--- src/rtl/core/tdq_pkg.sv ---
`timescale 1ns / 1ps
// ----------------------------------------------------------------------------
// tdq_pkg
// Beat types, mode and status codes shared by the deadline timer queue.
// ----------------------------------------------------------------------------
package tdq_pkg;

  // Request beat
  typedef struct packed {
    logic [1:0]  mode;
    logic [7:0]  timer_id;
    logic [47:0] deadline;
    logic [47:0] now_time;
  } in_beat_t;

  // Result beat
  typedef struct packed {
    logic        fired;
    logic [7:0]  fired_id;
    logic [47:0] fired_deadline;
    logic [1:0]  status;
    logic        last;
    logic        queue_empty;
    logic [47:0] next_deadline;
  } out_beat_t;

  // Flags collected by one pass over the slots
  typedef struct packed {
    logic found;     // a valid slot holds the key id
    logic has_free;  // at least one slot is free
    logic has_min;   // at least one slot is valid
  } scan_res_t;

  localparam logic [1:0] MODE_ADD     = 2'd0;
  localparam logic [1:0] MODE_REMOVE  = 2'd1;
  localparam logic [1:0] MODE_EXPIRE  = 2'd2;
  localparam logic [1:0] MODE_RESTART = 2'd3;

  localparam logic [1:0] ST_OK        = 2'd0;
  localparam logic [1:0] ST_NOT_FOUND = 2'd1;
  localparam logic [1:0] ST_FULL      = 2'd2;
  localparam logic [1:0] ST_DUP       = 2'd3;

  // Most timers fired by one expire request
  localparam int MAX_FIRE      = 16;
  localparam int FIRE_CNT_BITS = $clog2(MAX_FIRE + 1);

endpackage

--- src/rtl/core/tdq_slots.sv ---
`timescale 1ns / 1ps
// ----------------------------------------------------------------------------
// tdq_slots
// Timer slot store: id and deadline memory, plus per-slot valid flops.
// ----------------------------------------------------------------------------
module tdq_slots #(
  parameter int DEPTH     = 16,
  parameter int TIME_BITS = 48,
  parameter int ID_BITS   = 8
) (
  input  logic                     clk,
  input  logic                     rst,
  input  logic [$clog2(DEPTH)-1:0] rd_addr,
  output logic                     rd_valid,
  output logic [ID_BITS-1:0]       rd_id,
  output logic [TIME_BITS-1:0]     rd_dl,
  input  logic                     wr_en,
  input  logic [$clog2(DEPTH)-1:0] wr_idx,
  input  logic [ID_BITS-1:0]       wr_id,
  input  logic [TIME_BITS-1:0]     wr_dl,
  input  logic                     set_en,
  input  logic                     clr_en,
  input  logic [$clog2(DEPTH)-1:0] clr_idx
);

  logic [ID_BITS-1:0]   id_mem [DEPTH];
  logic [TIME_BITS-1:0] dl_mem [DEPTH];
  logic [DEPTH-1:0]     slot_valid;

  // Memory: one write port, one registered read port
  always_ff @(posedge clk) begin
    if (wr_en) begin
      id_mem[wr_idx] <= wr_id;
      dl_mem[wr_idx] <= wr_dl;
    end
    rd_id <= id_mem[rd_addr];
    rd_dl <= dl_mem[rd_addr];
  end

  always_ff @(posedge clk) begin
    if (rst) begin
      slot_valid <= '0;
      rd_valid   <= 1'b0;
    end else begin
      if (set_en) slot_valid[wr_idx] <= 1'b1;
      if (clr_en) slot_valid[clr_idx] <= 1'b0;
      rd_valid <= slot_valid[rd_addr];
    end
  end

endmodule

--- src/rtl/core/tdq_scan.sv ---
`timescale 1ns / 1ps
// ----------------------------------------------------------------------------
// tdq_scan
// Slot scanner: walks every slot once, one per cycle, and keeps the id match,
// the first free slot and the (deadline, id) minimum.
// ----------------------------------------------------------------------------
module tdq_scan #(
  parameter int DEPTH     = 16,
  parameter int TIME_BITS = 48,
  parameter int ID_BITS   = 8
) (
  input  logic                     clk,
  input  logic                     rst,
  input  logic                     start,
  input  logic [ID_BITS-1:0]       key_id,
  output logic [$clog2(DEPTH)-1:0] rd_addr,
  input  logic                     rd_valid,
  input  logic [ID_BITS-1:0]       rd_id,
  input  logic [TIME_BITS-1:0]     rd_dl,
  output logic                     done,
  output tdq_pkg::scan_res_t       res,
  output logic [$clog2(DEPTH)-1:0] match_idx,
  output logic [$clog2(DEPTH)-1:0] free_idx,
  output logic [$clog2(DEPTH)-1:0] min_idx,
  output logic [ID_BITS-1:0]       min_id,
  output logic [TIME_BITS-1:0]     min_dl
);
  import tdq_pkg::*;

  localparam int AW = $clog2(DEPTH);
  localparam logic [AW-1:0] LAST_IDX = AW'(DEPTH - 1);

  logic          running;
  logic          dv;
  logic [AW-1:0] didx;
  logic          better;

  assign better = !res.has_min || (rd_dl < min_dl) ||
                  ((rd_dl == min_dl) && (rd_id < min_id));

  // Address issue; read data lands in the cycle after its address
  always_ff @(posedge clk) begin
    if (rst) begin
      running <= 1'b0;
      dv      <= 1'b0;
      done    <= 1'b0;
      rd_addr <= '0;
      res     <= '0;
    end else begin
      dv   <= running && !start;
      done <= dv && (didx == LAST_IDX);
      if (start) begin
        running <= 1'b1;
        rd_addr <= '0;
        res     <= '0;
      end else begin
        if (running) begin
          if (rd_addr == LAST_IDX) running <= 1'b0;
          else rd_addr <= rd_addr + 1'b1;
        end
        if (dv) begin
          if (rd_valid) begin
            if (!res.found && (rd_id == key_id)) res.found <= 1'b1;
            if (better) res.has_min <= 1'b1;
          end else if (!res.has_free) begin
            res.has_free <= 1'b1;
          end
        end
      end
    end
  end

  // Payload of the accumulators
  always_ff @(posedge clk) begin
    didx <= rd_addr;
    if (dv && !start) begin
      if (rd_valid) begin
        if (!res.found && (rd_id == key_id)) match_idx <= didx;
        if (better) begin
          min_idx <= didx;
          min_id  <= rd_id;
          min_dl  <= rd_dl;
        end
      end else if (!res.has_free) begin
        free_idx <= didx;
      end
    end
  end

endmodule

--- src/rtl/core/deadline_timer_queue.sv ---
`timescale 1ns / 1ps
// Add, remove and restart run two slot scans before the result beat.
// Expire: with none due, one scan; else the first beat follows two scans, and each
// later beat follows one more scan, started once the previous beat is taken.
// Throughput: one request at a time; the next is taken after the last result beat leaves.
// The scan rate is set by the single slot-memory read port, one slot per cycle.
// Reset (rst, synchronous, active high) empties the queue at once; no clearing pass.
// ----------------------------------------------------------------------------
// deadline_timer_queue
// Pending-timer queue ordered by (deadline, id) with add, remove, restart and
// expire requests, built around one shared slot scanner.
// ----------------------------------------------------------------------------
module deadline_timer_queue #(
  parameter int DEPTH     = 16,
  parameter int TIME_BITS = 48,
  parameter int ID_BITS   = 8
) (
  input  logic                clk,
  input  logic                rst,
  input  logic                in_valid,
  output logic                in_ready,
  input  tdq_pkg::in_beat_t   in_data,
  output logic                out_valid,
  input  logic                out_ready,
  output tdq_pkg::out_beat_t  out_data
);
  import tdq_pkg::*;

  localparam int AW = $clog2(DEPTH);

  // Sequencer states
  localparam logic [1:0] S_IDLE = 2'd0;
  localparam logic [1:0] S_SCAN = 2'd1;
  localparam logic [1:0] S_EVAL = 2'd2;
  localparam logic [1:0] S_EMIT = 2'd3;

  logic [1:0] state, state_next;

  // Latched request
  logic [1:0]           op_mode;
  logic [ID_BITS-1:0]   op_id;
  logic [TIME_BITS-1:0] op_dl;
  logic [TIME_BITS-1:0] op_now;

  // Control registers
  logic                     post, post_next;   // modify done, final scan running
  logic                     pend, pend_next;   // a fired timer is held for output
  logic [1:0]               status, status_next;
  logic [FIRE_CNT_BITS-1:0] nfired;

  // Fired timer held until its beat is built
  logic [ID_BITS-1:0]   fid;
  logic [TIME_BITS-1:0] fdl;

  // Scanner and slot store wiring
  logic                 scan_start, scan_done;
  scan_res_t            sres;
  logic [AW-1:0]        rd_addr, match_idx, free_idx, min_idx;
  logic                 rd_valid;
  logic [ID_BITS-1:0]   rd_id, min_id;
  logic [TIME_BITS-1:0] rd_dl, min_dl;

  logic          wr_en, set_en, clr_en;
  logic [AW-1:0] wr_idx, clr_idx;

  logic emit, emit_fired, emit_last, take_min, due;

  assign in_ready = (state == S_IDLE);
  // Earliest pending timer has come due
  assign due = sres.has_min && (min_dl <= op_now);

  tdq_slots #(
    .DEPTH(DEPTH), .TIME_BITS(TIME_BITS), .ID_BITS(ID_BITS)
  ) u_slots (
    .clk      (clk),
    .rst      (rst),
    .rd_addr  (rd_addr),
    .rd_valid (rd_valid),
    .rd_id    (rd_id),
    .rd_dl    (rd_dl),
    .wr_en    (wr_en),
    .wr_idx   (wr_idx),
    .wr_id    (op_id),
    .wr_dl    (op_dl),
    .set_en   (set_en),
    .clr_en   (clr_en),
    .clr_idx  (clr_idx)
  );

  tdq_scan #(
    .DEPTH(DEPTH), .TIME_BITS(TIME_BITS), .ID_BITS(ID_BITS)
  ) u_scan (
    .clk       (clk),
    .rst       (rst),
    .start     (scan_start),
    .key_id    (op_id),
    .rd_addr   (rd_addr),
    .rd_valid  (rd_valid),
    .rd_id     (rd_id),
    .rd_dl     (rd_dl),
    .done      (scan_done),
    .res       (sres),
    .match_idx (match_idx),
    .free_idx  (free_idx),
    .min_idx   (min_idx),
    .min_id    (min_id),
    .min_dl    (min_dl)
  );

  // Sequencer: scan, act on the scan, rescan unless an expire finds none due, emit
  always_comb begin
    state_next  = state;
    post_next   = post;
    pend_next   = pend;
    status_next = status;
    scan_start  = 1'b0;
    wr_en       = 1'b0;
    wr_idx      = free_idx;
    set_en      = 1'b0;
    clr_en      = 1'b0;
    clr_idx     = min_idx;
    take_min    = 1'b0;
    emit        = 1'b0;
    emit_fired  = 1'b0;
    emit_last   = 1'b1;
    case (state)
      S_IDLE: begin
        if (in_valid) begin
          state_next  = S_SCAN;
          scan_start  = 1'b1;
          post_next   = 1'b0;
          pend_next   = 1'b0;
          status_next = ST_OK;
        end
      end
      S_SCAN: begin
        if (scan_done) state_next = S_EVAL;
      end
      S_EVAL: begin
        if (op_mode == MODE_EXPIRE) begin
          if (pend) begin
            // Report the held timer; queue view comes from the scan after its removal
            emit       = 1'b1;
            emit_fired = 1'b1;
            emit_last  = (nfired == FIRE_CNT_BITS'(MAX_FIRE)) || !due;
          end else if (due) begin
            // Drop the earliest timer and rescan for the new head
            take_min   = 1'b1;
            clr_en     = 1'b1;
            pend_next  = 1'b1;
            scan_start = 1'b1;
            state_next = S_SCAN;
          end else begin
            emit = 1'b1;
          end
        end else if (!post) begin
          post_next  = 1'b1;
          scan_start = 1'b1;
          state_next = S_SCAN;
          case (op_mode)
            MODE_ADD: begin
              if (sres.found) begin
                status_next = ST_DUP;
              end else if (!sres.has_free) begin
                status_next = ST_FULL;
              end else begin
                wr_en  = 1'b1;
                set_en = 1'b1;
              end
            end
            MODE_REMOVE: begin
              if (!sres.found) begin
                status_next = ST_NOT_FOUND;
              end else begin
                clr_en  = 1'b1;
                clr_idx = match_idx;
              end
            end
            default: begin
              // Restart: overwrite the deadline in place
              if (!sres.found) begin
                status_next = ST_NOT_FOUND;
              end else begin
                wr_en  = 1'b1;
                wr_idx = match_idx;
              end
            end
          endcase
        end else begin
          emit = 1'b1;
        end
        if (emit) state_next = S_EMIT;
      end
      S_EMIT: begin
        if (out_ready) begin
          if (out_data.last) begin
            state_next = S_IDLE;
          end else begin
            // Head is still due: drop it and rescan
            take_min   = 1'b1;
            clr_en     = 1'b1;
            scan_start = 1'b1;
            state_next = S_SCAN;
          end
        end
      end
      default: begin
        state_next = S_IDLE;
      end
    endcase
  end

  // Control state
  always_ff @(posedge clk) begin
    if (rst) begin
      state     <= S_IDLE;
      post      <= 1'b0;
      pend      <= 1'b0;
      status    <= ST_OK;
      nfired    <= '0;
      out_valid <= 1'b0;
    end else begin
      state  <= state_next;
      post   <= post_next;
      pend   <= pend_next;
      status <= status_next;
      if (in_valid && in_ready) nfired <= '0;
      else if (take_min) nfired <= nfired + 1'b1;
      if (emit) out_valid <= 1'b1;
      else if (out_ready) out_valid <= 1'b0;
    end
  end

  // Payload: request fields, held timer, result beat
  always_ff @(posedge clk) begin
    if (in_valid && in_ready) begin
      op_mode <= in_data.mode;
      op_id   <= ID_BITS'(in_data.timer_id);
      op_dl   <= TIME_BITS'(in_data.deadline);
      op_now  <= TIME_BITS'(in_data.now_time);
    end
    if (take_min) begin
      fid <= min_id;
      fdl <= min_dl;
    end
    if (emit) begin
      out_data.fired          <= emit_fired;
      out_data.fired_id       <= emit_fired ? 8'(fid) : 8'd0;
      out_data.fired_deadline <= emit_fired ? 48'(fdl) : 48'd0;
      out_data.status         <= status;
      out_data.last           <= emit_last;
      out_data.queue_empty    <= !sres.has_min;
      out_data.next_deadline  <= sres.has_min ? 48'(min_dl) : 48'd0;
    end
  end

endmodule

--- config.mk ---
export PLATFORM = sky130hd
export DESIGN_NAME = deadline_timer_queue
export DESIGN_NICKNAME = d
export VERILOG_FILES = /design/src/rtl/core/tdq_pkg.sv /design/src/rtl/core/tdq_slots.sv /design/src/rtl/core/tdq_scan.sv /design/src/rtl/core/deadline_timer_queue.sv
export SDC_FILE = /design/constraint.sdc
export NUM_CORES = 1
export LEC_CHECK = 0
export BUFFER_PORTS_ARGS = -buffer_cell sky130_fd_sc_hd__buf_2
export CORE_MARGIN = 4
export CORE_UTILIZATION = 40
export DETAILED_ROUTE_END_ITERATION = 12
export GPL_TIMING_DRIVEN = 0
export MAX_ROUTING_LAYER = met4
export PLACE_DENSITY = 0.6
export SLEW_MARGIN = 20
export SYNTH_ARGS = -nofsm -noshare
export SYNTH_HDL_FRONTEND = slang
export SYNTH_SLANG_ARGS = --single-unit
--- constraint.sdc ---
create_clock -name clk -period 9.7 [get_ports clk]
set_input_delay 1.94 -clock clk [delete_from_list [all_inputs] [get_ports clk]]
set_output_delay 1.94 -clock clk [all_outputs]
set_load 0.1 [all_outputs]
Word level (Yosys, flattened, before mapping). Memory sizes are Yosys's and may differ from the RTL's. A register that Yosys moved wholly into a read port is not among the register bits. Cells that the tools add are included.

Bitwise gates (word level): 6. Mux-type cells: 84. Magnitude comparators: 8. Add/subtract/negate cells: 2. Equality and inequality tests: 21. Reductions and logical operators: 35.

Operators by type and width (count): equality test 48 bit (1); less-or-equal comparator 48 bit (1); less-than comparator 48 bit (1); two-way mux 16 bit (3); two-way mux 1 bit (45); two-way mux 4 bit (10); two-way mux 2 bit (15); AND reduction 3 bit (8); AND 16 bit (1); NOT 16 bit (1); OR 16 bit (1); less-than comparator 4 x 5 -> 1 bit, second input constant (3); inequality test 4 bit, second input constant (3); AND reduction 6 bit (2); inequality test 2 bit, second input constant (5); case mux 1 bit (2 select lines) (5); logical AND 1 bit (9); demux 1 bit (select 4 bit) (2); equality test 4 bit, second input constant (2); equality test 8 bit (1); >= comparator 4 x 1 -> 1 bit, second input constant (2); less-than comparator 8 bit (1); case mux 2 bit (4 select lines) (1); equality test 2 bit, second input constant (3); 17 further kinds (30).

Logic and storage cells: 192. Register bits: 382. Output and inout bits: 111. Bits of input ports: 110. Memories kept: 2. Bits in writable memories: 896.

Memory list: u_slots.dl_mem (depth 16, bits a word 48, rd ports 1, clocked after memory_dff 1, write ports 1, line tdq_slots.sv:27) `logic [TIME_BITS-1:0] dl_mem [DEPTH];`; u_slots.id_mem (depth 16, bits a word 8, rd ports 1, clocked after memory_dff 1, write ports 1, line tdq_slots.sv:26) `logic [ID_BITS-1:0] id_mem [DEPTH];`.

Logic depth before layout (Yosys ltp).
Word-level depth: 15. Depth in mapped cells: 11. Gate-level depth less buffers: 10.

By module. A second synthesis with hierarchy kept.

Cells, all modules: 2483. Area total of the unflattened synthesis: 50482.2 um2.

By module, submodules not included: tdq_slots (seq. area each 28367.2 um2, times used 1, area each 35482.8 um2, cells an instance 1481); deadline_timer_queue (seq. area each 8378.0 um2, times used 1, area each 10951.8 um2, cells an instance 677); tdq_scan (seq. area each 2322.2 um2, times used 1, area each 4047.6 um2, cells an instance 325).

Worst setup path before layout. Ideal clock, no wire load.

Path type: input to register. From: input port in_valid. To: register u_scan.min_dl[0], enable pin. Library setup time: 0.529 ns. Required time: 9.171 ns. Path buffers: 0. Stages on the path: 5. Slack: 3.805 ns. Arrival: 5.366 ns. Cells stage by stage: nor2b_1 nand2b_1 inv_1 nor2_1 o211a_1.

Word-level cells in the longest chain between the ends: 5.

Ends and longest elaborated chain: start, declared (line deadline_timer_queue.sv:20) `input logic in_valid,`; two-way mux 1 bit (line deadline_timer_queue.sv:128) `if (in_valid) begin`; case mux 1 bit (3 select lines) (line deadline_timer_queue.sv:126) `case (state)`; zero test 1 bit (line tdq_scan.sv:76) `if (dv && !start) begin`; logical AND 1 bit (line tdq_scan.sv:76); AND reduction 3 bit (no source line); end signal, assigned (line tdq_scan.sv:82) `min_dl <= rd_dl;`; end, declared (line tdq_scan.sv:26) `output logic [TIME_BITS-1:0] min_dl`.

Every way passes these cells. A chain may end at the register's enable or synchronous reset.

Worst setup path in the final report.
From: register u_scan.min_dl[43]. To: register u_scan.min_dl[28], enable pin.

Word-level cells in the longest chain between the ends: 9. Elaborated cells on any way between the ends: 14. Those cells by class: order compare (2); eq/ne (1); mux (4); reduce/logical (7).

Ends and longest elaborated chain: less-or-equal comparator 48 bit (line deadline_timer_queue.sv:70) `assign due = sres.has_min && (min_dl <= op_now);`; logical AND 1 bit (line deadline_timer_queue.sv:70); two-way mux 1 bit (line deadline_timer_queue.sv:146) `end else if (due) begin`; two-way mux 1 bit (line deadline_timer_queue.sv:141) `if (pend) begin`; two-way mux 1 bit (line deadline_timer_queue.sv:140) `if (op_mode == MODE_EXPIRE) begin`; case mux 1 bit (3 select lines) (line deadline_timer_queue.sv:126); zero test 1 bit (line tdq_scan.sv:76); logical AND 1 bit (line tdq_scan.sv:76); AND reduction 3 bit (no source line) (*).

Every way passes the cells marked *; elsewhere a longest branch is shown, timed or not.

==> reports/metrics.yaml <==
outcome:
  status: "complete, no violations"
worst_setup_path:
  slowest_stage: "nor4_2"
  critPathMaxStageDelay_ns: 0.60
  critPathRequiredTime_ns: 10.12
  crit_type: "flip-flop to flip-flop"
  r2r_cells: 11
  cp_cell_sequence: "ha_1 > nand4_1 > nor4_2 > nand4_1 > nor2_1 > o2bb2ai_1 > a31oi_4 > buf_6 > nor2b_1 > o211a_4 > buf_12"
  crit_top_cell: "nand4_1"
  worst_setup_path_end_kind: "flip-flop"
  arrival_ns: 4.69
  worstPathMaxFanout: 40
  start_kind: "flip-flop"
global_routing:
  grt_use_met2_pct: 30.6
  antenna_found_initial: 7
  grt_pass1_wl_um: 175000
  met1_usage_pct: 24.5
  grt.total_usage_pct: 18.9
  grt-busiest-layer: "met2"
  grt_pass1_vias: 25700
  use_met3_pct: 3.88
  grt_max_degree: 76
  globalRouteOverflowTotal: 0
synth:
  syn-cell-area_um2: 50400
  synth-xor-area-share_pct: 0.209
  yosysWarningCount: 0
  synth-simple-area-share_pct: 3.25
  synth.top_cells.by_count: "edfxtp_1 (1235), mux4_2 (285), inv_1 (117)"
  synth_top_area_share_pct: 73.6
  synthArstFlopShare_pct: 0
  synth_area_per_cell_um2: 21.0
  netlist_instances: 2402
  synth_mux_area_share_pct: 12.9
  synth_top_cell_by_area: "edfxtp_1"
  synthAdderAreaFrac_pct: 2.63
  synth_top_family_by_area: "multiplexers"
  ys_types: 66
  syn_nets: 2618
  synth-seq-cells: 1334
  synthTopCellsByArea: "edfxtp_1 (74%), mux4_2 (13%), dfxtp_1 (3.9%)"
  synth_compound_gate_area_share_pct: 1.89
  synth_most_common_cell: "edfxtp_1"
  ys_seq_area_share_pct: 77.5
  synth_edf_count: 1235
  ys.flop_type: "edfxtp_1"
detailed_routing:
  drt-total-wl_um: 121000
  drtPass1Iterations: 5
  vias: 24300
  antenna_left: 0
  via_per_inst: 5.31
  drc: 0
  dr.first_iter.drc_count: 2629
  wire_per_inst_um: 26.4
sta:
  worst_slew_pin_slew_ns: 1.08
  period_needed_ns: 4.27
  fin_setup_tns_ns: 0
  hold_viol_final: 0
  fin_worst_skew_ns: 0.0291
  relSlewSlack_pct: 28.2
  setup_viol_count_final: 0
  maxSlewViolCount: 0
  fmax_ghz: 0.234
  fin_crit_sh_pct: 44.0
  rsz0062_at_grt: "false"
  setup_slack_ns: 5.43
floorplanning:
  die_area_um2: 132000
  ioPinCount: 221
  core_um2: 124000
  die_h_um: 363
  start_util_pct: 40.5
  die_w_um: 363
  rows: 129
final_layout:
  drive_above_1_share_pct: 28.2
  register_area_um2: 39100
  fillers: 10000
  multi_input_area_um2: 10700
  area_growth_pct: 18.3
  nNetsFinal: 3037
  fin_area_um2: 59600
placement:
  hpwl_um: 82600
  place_ws_ns: 5.18
  placed_area_um2: 55200
  portBuffers: 220
  place_congestion: 0.840
clock_network:
  cts.sinks: 1334
  post_cts_buffers: 0
  clock_latency_ns: 0.75
  htree_num_levels: 4
  cts.clk_slew.worst_paths_ns: 0.06
  holdBufCountCts: 0
  cts_root_buf: "clkbuf_16"
  cts_tree: "yes"
  clk_path_buf_depth: 3
  cts.repair.resized: 0
  cts_inserted_buffers: 138
flow_run:
  maxCapViolations: 0
pwr:
  irDropWorstVdd_mv: 0.158
  power_density_nw_per_um2: 202
  power.total_mw: 12.0
  p_leak_nw: 19.8
hold_path:
  hp-class: "flip-flop to flip-flop"
  whs_path_depth: 0
-- cell usage in the layout, fill, tap and decap left out, types with 8 or more instances in the layout --
master | netlist | layout
a2111oi_0 | 9 | 9
a21o_1 | 13 | 13
a21oi_1 | 63 | 63
and2_1 | 57 | 57
buf_12 | 0 | 18
buf_16 | 0 | 41
buf_2 | 18 | 238
bufinv_16 | 0 | 9
clkbuf_1 | 54 | 81
clkbuf_16 | 0 | 145
clkbuf_2 | 0 | 9
clkinv_1 | 1 | 25
clkinv_2 | 0 | 22
dfxtp_1 | 99 | 99
edfxtp_1 | 1235 | 1235
ha_1 | 106 | 106
inv_1 | 117 | 114
mux4_2 | 285 | 285
nand2_1 | 28 | 28
nand2b_1 | 10 | 10
nand3_1 | 14 | 14
nand4_1 | 25 | 25
nor2_1 | 116 | 100
nor2_4 | 1 | 17
nor3_1 | 8 | 8
o21ai_0 | 19 | 19
or3_1 | 11 | 11
-- critical path, delay by kind of cell, from the launching register on --
kind	cells	cell delay, ns
buffers and inverters	2	0.48
flip-flops	1	0.48
adder cells (fa/ha/maj)	1	0.36
AND/OR/NAND/NOR	5	1.70
AO/OA/AOI/OAI	3	0.88
-- area by class of cell --
class | count | area share [%]
timing repair buffer | 279 | 4.34
tap | 1637 | 3.44
inverter | 118 | 0.768
antenna | 5 | 0.0210
clock inverter | 66 | 0.970
multi-input combinational | 867 | 17.9
buffer | 83 | 0.604
clock buffer | 185 | 6.46
sequential | 1334 | 65.5
-- metal layers --
metal	wire (um)	share of wire, %
met1	49900	41
met2	59800	50
met3	7840	6.5
met4	3120	2.6
met5	0	0
-- state kept, by name, summed over array words and instances (netlist names), 48 cells and up --
signal / cells
u_scan.min_dl: 48
out_data: 109
u_slots.rd_dl: 48
fdl: 48
op_now: 48
u_slots.id_mem: 128
u_slots.dl_mem: 768
op_dl: 48
-- where the power goes --
part | total (mW) | internal [mW] | switching [mW]
registers | 6.42 | 6.34 | 0.0820
clock network | 5.16 | 3.03 | 2.13
logic | 0.438 | 0.188 | 0.249
total | 12.0 | 9.55 | 2.46
-- per-stage QoR --
step / utilization [%] / hold slack, ns / std cells
after global routing: 47.9 / 0.360 / 4572
after floorplan: - / 0.329 / 2402
final: 47.9 / 0.357 / 4574
after global placement: 43.0 / 0.344 / 4259
after detailed placement: 44.3 / 0.341 / 4318
after CTS: 47.9 / 0.354 / 4569
-- path summary, 6_finish.rpt --
check	startpoint	endpoint	slack, ns
max	u_scan.min_dl[43]$_DFFE_PP_	u_scan.min_dl[28]$_DFFE_PP_	5.43
max reg2reg	u_scan.min_dl[43]$_DFFE_PP_	u_scan.min_dl[28]$_DFFE_PP_	5.43
min	u_scan.rd_addr[3]$_SDFFE_PP0P_	u_scan.didx[3]$_DFF_P_	0.36
min reg2reg	u_scan.rd_addr[3]$_SDFFE_PP0P_	u_scan.didx[3]$_DFF_P_	0.36
-- kinds of logic after synthesis --
| logic type | count (synthesis) |
|---|---|
| AOI/OAI and AO/OA | 147 |
| xor gates and xnor gates | 12 |
| adders and majority gates | 106 |
| buffers and inverters | 201 |
| DFF | 1334 |
| muxes | 291 |
| and+or+nand+nor | 311 |
Note: power is estimated with default switching activity, not from simulation.
